--- config.mk ---
export PLATFORM = sky130hd
export DESIGN_NAME = sorted_key_binding_table
export DESIGN_NICKNAME = d
export VERILOG_FILES = /design/src/rtl/core/skbt_pkg.sv /design/src/rtl/core/sorted_key_binding_table.sv
export SDC_FILE = /design/constraint.sdc
export NUM_CORES = 2
export LEC_CHECK = 0
export BUFFER_PORTS_ARGS = -buffer_cell sky130_fd_sc_hd__buf_4
export CAP_MARGIN = 20
export CORE_ASPECT_RATIO = 0.75
export CORE_UTILIZATION = 61
export DETAILED_ROUTE_END_ITERATION = 7
export PLACE_DENSITY_LB_ADDON = 0.1
export SYNTH_ARGS = -nofsm -noshare
export SYNTH_HDL_FRONTEND = slang
export SYNTH_SLANG_ARGS = --single-unit
--- constraint.sdc ---
create_clock -name clk -period 8.25 [get_ports clk]
set_input_delay 0.825 -clock clk [delete_from_list [all_inputs] [get_ports clk]]
set_output_delay 0.825 -clock clk [all_outputs]
set_load 0.01 [all_outputs]
--- src/rtl/core/skbt_pkg.sv ---
// Shared types and constants for the sorted key binding table.
// Holds the request/response transaction structs, status and entry-kind codes.
// No dependencies.
package skbt_pkg;

	localparam int unsigned CAPACITY_DEF    = 64;
	localparam int unsigned SUBMAP_BITS_DEF = 8;

	localparam int unsigned KEY_CODE_W = 16;
	localparam int unsigned KEY_MODS_W = 3;
	localparam int unsigned KEY_W      = KEY_CODE_W + KEY_MODS_W;
	localparam int unsigned CMD_W      = 16;
	localparam int unsigned SUBMAP_W   = 8;

	// Request kinds; the last code is unused and always rejected
	localparam logic [1:0] REQ_BIND_CMD    = 2'd0;
	localparam logic [1:0] REQ_BIND_SUBMAP = 2'd1;
	localparam logic [1:0] REQ_LOOKUP      = 2'd2;
	localparam logic [1:0] REQ_UNUSED      = 2'd3;

	// Entry kinds
	localparam logic [1:0] KIND_NONE    = 2'd0;
	localparam logic [1:0] KIND_COMMAND = 2'd1;
	localparam logic [1:0] KIND_SUBMAP  = 2'd2;

	// Response status
	localparam logic [1:0] STAT_OK        = 2'd0;
	localparam logic [1:0] STAT_NOT_FOUND = 2'd1;
	localparam logic [1:0] STAT_INVALID   = 2'd2;
	localparam logic [1:0] STAT_FULL      = 2'd3;

	// Command value carried by sub-table entries
	localparam logic signed [CMD_W-1:0] CMD_NONE = -16'sd1;

	typedef struct packed {
		logic [1:0]              kind;
		logic [KEY_CODE_W-1:0]   key_code;
		logic [KEY_MODS_W-1:0]   key_mods;
		logic signed [CMD_W-1:0] new_command;
		logic [SUBMAP_W-1:0]     submap_number;
	} req_t;

	typedef struct packed {
		logic [1:0]              status;
		logic [1:0]              bound_kind;
		logic signed [CMD_W-1:0] bound_command;
		logic [SUBMAP_W-1:0]     bound_submap;
	} rsp_t;

endpackage

--- src/rtl/core/sorted_key_binding_table.sv ---
// Sorted key binding table: top level, control sequencer and entry memory.
// Depends on skbt_pkg for transaction types and codes.
//
//   Channel | Direction | Handshake             | Payload
//   --------+-----------+-----------------------+---------------------------
//   req     | in        | req_valid / req_stall | skbt_pkg::req_t
//   rsp     | out       | rsp_valid / rsp_stall | skbt_pkg::rsp_t
//
// One transaction at a time; req_stall stays high until its response is loaded.
// A rejected bind goes straight to respond. A search runs probes (read, compare),
// at most ceil(log2(count+1)) of them, then a step to finish a miss and one to respond.
// An insert moves the (count - slot) entries above the slot up, one entry per cycle
// through the single write port, then writes its entry. Reset clears only count
// and control. A stalled response holds while the next transaction is worked on.
module sorted_key_binding_table #(
	parameter int unsigned CAPACITY    = skbt_pkg::CAPACITY_DEF,
	parameter int unsigned SUBMAP_BITS = skbt_pkg::SUBMAP_BITS_DEF
) (
	input  logic            clk,
	input  logic            arst_n,
	input  logic            req_valid,
	output logic            req_stall,
	input  skbt_pkg::req_t  req,
	output logic            rsp_valid,
	input  logic            rsp_stall,
	output skbt_pkg::rsp_t  rsp
);
	import skbt_pkg::*;

	// Index width for the memory, count width that can also hold CAPACITY
	localparam int unsigned AW = (CAPACITY > 1) ? $clog2(CAPACITY) : 1;
	localparam int unsigned CW = $clog2(CAPACITY + 1);
	// Stored sub-table bits: the field never carries more than SUBMAP_W bits
	localparam int unsigned SB = (SUBMAP_BITS < SUBMAP_W) ? SUBMAP_BITS : SUBMAP_W;
	localparam int unsigned EW = KEY_W + 2 + CMD_W + SB;

	// Entry layout, high to low: key, kind, command, sub-table
	localparam int unsigned CMD_LO  = SB;
	localparam int unsigned KIND_LO = SB + CMD_W;
	localparam int unsigned KEY_LO  = SB + CMD_W + 2;

	// Sequencer states
	localparam logic [2:0] S_IDLE  = 3'd0;
	localparam logic [2:0] S_PROBE = 3'd1;
	localparam logic [2:0] S_CMP   = 3'd2;
	localparam logic [2:0] S_SHIFT = 3'd3;
	localparam logic [2:0] S_RESP  = 3'd4;

	// Entry memory: one write port, one registered read port
	logic [EW-1:0] mem [CAPACITY];
	logic [EW-1:0] rdata;
	logic [AW-1:0] raddr;
	logic          we;
	logic [AW-1:0] waddr;
	logic [EW-1:0] wdata;

	// Control registers
	logic [2:0]    state_q, state_d;
	logic [CW-1:0] count_q, count_d;
	logic          pend_q, pend_d;
	logic          rsp_valid_q, rsp_valid_d;

	// Working registers
	req_t          req_q, req_d;
	logic [CW-1:0] lo_q, lo_d, hi_q, hi_d;
	logic [AW-1:0] mid_q, mid_d;
	logic [CW-1:0] at_q, at_d;
	logic [CW-1:0] rd_ptr_q, rd_ptr_d;
	logic [AW-1:0] pend_addr_q, pend_addr_d;
	rsp_t          res_q, res_d;
	rsp_t          rsp_q;

	logic          rsp_load;
	logic          req_invalid;
	logic [KEY_W-1:0] in_key;
	logic [KEY_W-1:0] key_c;
	logic [SB-1:0] sub_c;
	logic [CW-1:0] mid_c;
	logic [EW-1:0] new_entry;
	rsp_t          new_rsp;
	rsp_t          rd_rsp;
	rsp_t          fail_rsp;

	always_ff @(posedge clk) begin
		if (we) begin
			mem[waddr] <= wdata;
		end
		rdata <= mem[raddr];
	end

	// Reject bad binds and unused kinds straight from the request port
	assign in_key = {req.key_mods, req.key_code};
	assign req_invalid = (req.kind == REQ_UNUSED)
		|| ((req.kind != REQ_LOOKUP) && (in_key == '0))
		|| ((req.kind == REQ_BIND_SUBMAP) && (req.submap_number[SB-1:0] == '0));

	assign key_c = {req_q.key_mods, req_q.key_code};
	assign sub_c = req_q.submap_number[SB-1:0];
	assign mid_c = lo_q + ((hi_q - lo_q) >> 1);

	// Entry and response for the item's own binding
	always_comb begin
		if (req_q.kind == REQ_BIND_CMD) begin
			new_entry = {key_c, KIND_COMMAND, req_q.new_command, {SB{1'b0}}};
			new_rsp   = '{STAT_OK, KIND_COMMAND, req_q.new_command, '0};
		end else begin
			new_entry = {key_c, KIND_SUBMAP, CMD_NONE, sub_c};
			new_rsp   = '{STAT_OK, KIND_SUBMAP, CMD_NONE, SUBMAP_W'(sub_c)};
		end
	end

	assign rd_rsp = '{STAT_OK, rdata[KEY_LO-1:KIND_LO], rdata[KIND_LO-1:CMD_LO],
		SUBMAP_W'(rdata[SB-1:0])};
	assign fail_rsp = '{STAT_INVALID, KIND_NONE, '0, '0};

	assign rsp_load = (state_q == S_RESP) && (!rsp_valid_q || !rsp_stall);
	assign rsp_valid_d = rsp_load || (rsp_valid_q && rsp_stall);

	always_comb begin
		state_d     = state_q;
		count_d     = count_q;
		pend_d      = 1'b0;
		req_d       = req_q;
		lo_d        = lo_q;
		hi_d        = hi_q;
		mid_d       = mid_q;
		at_d        = at_q;
		rd_ptr_d    = rd_ptr_q;
		pend_addr_d = pend_addr_q;
		res_d       = res_q;
		raddr       = mid_c[AW-1:0];
		we          = 1'b0;
		waddr       = mid_q;
		wdata       = new_entry;
		case (state_q)
			S_IDLE: begin
				if (req_valid) begin
					req_d = req;
					lo_d  = '0;
					hi_d  = count_q;
					if (req_invalid) begin
						res_d   = fail_rsp;
						state_d = S_RESP;
					end else begin
						state_d = S_PROBE;
					end
				end
			end
			S_PROBE: begin
				if (lo_q < hi_q) begin
					// Issue the read of the midpoint entry
					mid_d   = mid_c[AW-1:0];
					state_d = S_CMP;
				end else if (req_q.kind == REQ_LOOKUP) begin
					res_d        = fail_rsp;
					res_d.status = STAT_NOT_FOUND;
					state_d      = S_RESP;
				end else if (count_q >= CW'(CAPACITY)) begin
					res_d        = fail_rsp;
					res_d.status = STAT_FULL;
					state_d      = S_RESP;
				end else begin
					// Open a slot at lo: move entries from the top down
					at_d     = lo_q;
					rd_ptr_d = count_q;
					state_d  = S_SHIFT;
				end
			end
			S_CMP: begin
				if (rdata[EW-1:KEY_LO] == key_c) begin
					if (req_q.kind == REQ_LOOKUP) begin
						res_d = rd_rsp;
					end else begin
						we    = 1'b1;
						res_d = new_rsp;
					end
					state_d = S_RESP;
				end else begin
					if (rdata[EW-1:KEY_LO] < key_c) begin
						lo_d = CW'(mid_q) + CW'(1);
					end else begin
						hi_d = CW'(mid_q);
					end
					state_d = S_PROBE;
				end
			end
			S_SHIFT: begin
				if (pend_q) begin
					// Write back the entry read last cycle, one slot up
					we    = 1'b1;
					waddr = pend_addr_q;
					wdata = rdata;
				end
				if (rd_ptr_q > at_q) begin
					raddr       = AW'(rd_ptr_q - CW'(1));
					pend_d      = 1'b1;
					pend_addr_d = AW'(rd_ptr_q);
					rd_ptr_d    = rd_ptr_q - CW'(1);
				end else if (!pend_q) begin
					we      = 1'b1;
					waddr   = AW'(at_q);
					wdata   = new_entry;
					count_d = count_q + CW'(1);
					res_d   = new_rsp;
					state_d = S_RESP;
				end
			end
			S_RESP: begin
				if (rsp_load) begin
					state_d = S_IDLE;
				end
			end
			default: begin
				state_d = S_IDLE;
			end
		endcase
	end

	always_ff @(posedge clk or negedge arst_n) begin
		if (!arst_n) begin
			state_q     <= S_IDLE;
			count_q     <= '0;
			pend_q      <= 1'b0;
			rsp_valid_q <= 1'b0;
		end else begin
			state_q     <= state_d;
			count_q     <= count_d;
			pend_q      <= pend_d;
			rsp_valid_q <= rsp_valid_d;
		end
	end

	always_ff @(posedge clk) begin
		req_q       <= req_d;
		lo_q        <= lo_d;
		hi_q        <= hi_d;
		mid_q       <= mid_d;
		at_q        <= at_d;
		rd_ptr_q    <= rd_ptr_d;
		pend_addr_q <= pend_addr_d;
		res_q       <= res_d;
		if (rsp_load) begin
			rsp_q <= res_q;
		end
	end

	assign req_stall = (state_q != S_IDLE);
	assign rsp_valid = rsp_valid_q;
	assign rsp       = rsp_q;

endmodule

==> metrics.txt <==
largest family of logic cells by synthesized area simple AND/OR/NAND/NOR gates; syn_area_per_cell 13.65 um2; CTS resizes 0; number of synthesized flops with an enable pin 3021; DRT Pass-1 Iters 7; Die X 518.9 um; H-tree levels 5; vias 79270; Worst slew margin 19.39%; Final setup viols 0; final net count 9096; Worst-Margin Slew 1.209 ns; flops & latches, synth 3078; end point of the critical path rdata[22]; # IOs 79; cell taking the most area after synthesis edfxtp_1; clock-pin slew on the worst setup and hold paths 0.07 ns; Wirelength per Cell 31.50 um; clock latency at the later pin of the worst-skew pair 0.87 ns; Worst EP required 8.99 ns; antenna-violating nets left 0; DRC errors left 0; post-synth top area share 74.21%; DR iter-0 viols 12300; Post-Syn Area 122200 um2; compound-gate portion of the synthesized area 6.781%; crit path from state_q[0]; CTS tree done; FP Rows 141; fin crit share 74.15%; R2R setup slack 2.13 ns; critical path peak fanout 130; RSZ-0062 raised after global routing no; simple-gate portion of the synthesized area 12.01%; Worst Reg-to-Reg Cells 14; Yosys cell types 72; count leader, synth edfxtp_1; Max-cap violations 0; mux cell area share after synthesis 3.036%; Setup Crit Path Kind reg2reg; YS warnings 0; via density per instance 6.676; Port Buf Inserts 78; Root Buffer clkbuf_16; Die H 389.7 um; area grow syn2layout 11.13%; HP Class in2reg; initial antenna violation count 9; adder-cell share of the synthesized area 0.4524%; GRT Total Usage 36.80%; final WL 374100 um; CTS Buffer Depth 4; Clock Sink Count 3078; CP Launch Type register; core region area 197900 um2; Synth Net Count 9048; Post-DP HPWL 214300 um; TritonCTS buffer count 295; Mapped Cells 8956; Final Skew 0.05774 ns; register area share after synthesis 75.19%; Max Fclk 163.5 MHz; status finished, final reports clean; R2R Path End rdata[22]; crit path DAT 6.86 ns; hold violation total from the final report 0; XOR/XNOR Fraction of Synth Area 0.1576%; Most used DFF post-synth edfxtp_1; largest net degree at the start of global routing 147; first-pass GRT wire length 534900 um; Routability Congestion 0.9274; max-slew violations 0; Post-CTS Setup Bufs 0; layout cell share with drive strength beyond 1 9.193%; via count of the first global-routing pass 75230; Fin Setup TNS 0 ns; reg2reg start state_q[0]; die area 202200 um2; Post-synth top cells 3021 x edfxtp_1, 2281 x nand2_1, 626 x a21oi_1; top post-synthesis cells by area edfxtp_1 74%, nand2_1 7.0%, mux2i_1 2.9%; GRT overflow 0; CP Capture Type register; Initial Util 61.76%; FFs w/ async S/R, synth 0.3899%; Final min period 6.118 ns
## sequential cells by signal, indices dropped and copies added, names as in the netlist
name / count
res_q: 28
key_c: 19
rd_ptr_q: 7
at_q: 7
pend_addr_q: 6
rsp: 28
mem: 2880
count_q: 7
req_q: 18
sub_c: 8
rsp_valid: 1
state_q: 3
rdata: 45
pend_q: 1
mid_q: 6
lo_q: 7
hi_q: 7
## layout by cell type (no fill, tap or decap), types with 19 or more instances in the layout
| cell | Yosys | layout |
|---|---|---|
| a211oi_1 | 68 | 66 |
| a21oi_1 | 626 | 608 |
| a21oi_4 | 1 | 19 |
| a22oi_1 | 23 | 23 |
| a311oi_1 | 83 | 83 |
| a31oi_1 | 76 | 75 |
| and3_1 | 105 | 105 |
| buf_12 | 0 | 35 |
| buf_4 | 58 | 275 |
| clkbuf_1 | 228 | 83 |
| clkbuf_16 | 0 | 306 |
| clkinv_1 | 1 | 53 |
| clkinv_2 | 0 | 38 |
| dfxtp_1 | 45 | 45 |
| edfxtp_1 | 3021 | 3021 |
| ha_1 | 41 | 41 |
| inv_1 | 50 | 50 |
| mux2i_1 | 352 | 350 |
| nand2_1 | 2281 | 2273 |
| nand3_1 | 467 | 465 |
| nand4_1 | 29 | 29 |
| nor2_1 | 241 | 173 |
| nor2_4 | 0 | 67 |
| nor3_1 | 270 | 270 |
| nor4_1 | 39 | 39 |
| o21ai_0 | 80 | 60 |
| o21ai_4 | 0 | 21 |
| o221ai_1 | 90 | 90 |
| o22ai_1 | 186 | 186 |
| or3b_1 | 19 | 19 |
## final cells by class
type                            count  area, um2
Sequential cell                  3078      91920
Antenna cell                        5      12.51
Fill cell                       13510      62090
Timing Repair Buffer              314       2823
Multi-Input combinational cell   5263      28540
Clock inverter                    118      942.2
Tap cell                         2645       3309
Inverter                           52      195.2
Clock buffer                      399       8107
## critical path, stage by stage (launching register included)
cell and delay [ns]:
dfrtp_1 0.73, nand2b_1 0.19, or2_1 0.24, buf_4 0.21, a211o_1 0.26, buf_4 0.27
mux2i_4 0.64, buf_4 0.52, buf_12 0.42, mux2i_1 0.34, o22ai_1 0.16, a311oi_1 0.49
nor3_1 0.22, nor4_1 0.50, or3b_1 0.40
## worst min path at each step
stage / from / to / slack, ns / depth (start not counted)
final: req[11] / req_q[11] / 0.14 / 1
after global routing: req[10] / req_q[10] / 0.12 / 1
after CTS: req[11] / req_q[11] / 0.11 / 1
after detailed placement: res_q[13] / rsp[13] / 0.41 / 0
after global placement: res_q[11] / rsp[11] / 0.40 / 0
after floorplan: res_q[0] / rsp[0] / 0.40 / 0
## kinds of logic (layout without fill, tap and decap cells)
logic type | Yosys count | count (layout)
AO/OA/AOI/OAI | 1339 | 1339
XOR/XNOR | 22 | 22
adder cells (fa/ha/maj) | 43 | 43
buffers and inverters | 615 | 883
flip-flops | 3078 | 3078
multiplexers | 368 | 368
other | 0 | 5
AND/OR/NAND/NOR | 3491 | 3491
## through the flow
stage / cells / setup slack (ns) / cell area (um2) / utilization (%) / hold WS [ns]
floorplan: 8956 / 3.476 / 122200 / - / 0.4003
global placement: 11340 / 1.914 / 126700 / 63.98 / 0.4024
detailed placement: 11350 / 2.329 / 126700 / 64.02 / 0.4054
CTS: 11870 / 2.391 / 135800 / 68.60 / 0.1054
global route: 11870 / 2.071 / 135800 / 68.63 / 0.1226
finish: 11870 / 2.132 / 135900 / 68.63 / 0.1448
## per-layer routing
layer / track usage (%) / up-vias / part of all wire [%]
li1: - / 33410 / -
met1: 52.52 / 39220 / 38
met2: 54.56 / 5678 / 44
met3: 7.527 / 958 / 12
met4: 18.18 / 8 / 5.7
met5: 0 / - / 0.017
## what timing repair did
action	4_1_cts	5_1_grt
setup endpoints to repair	0	0
hold buffers	1	0
endpoints found under the hold margin	12	0
Power is not shown: default switching activity piles up to over one toggle a cycle in this logic, so the estimate is an artifact.
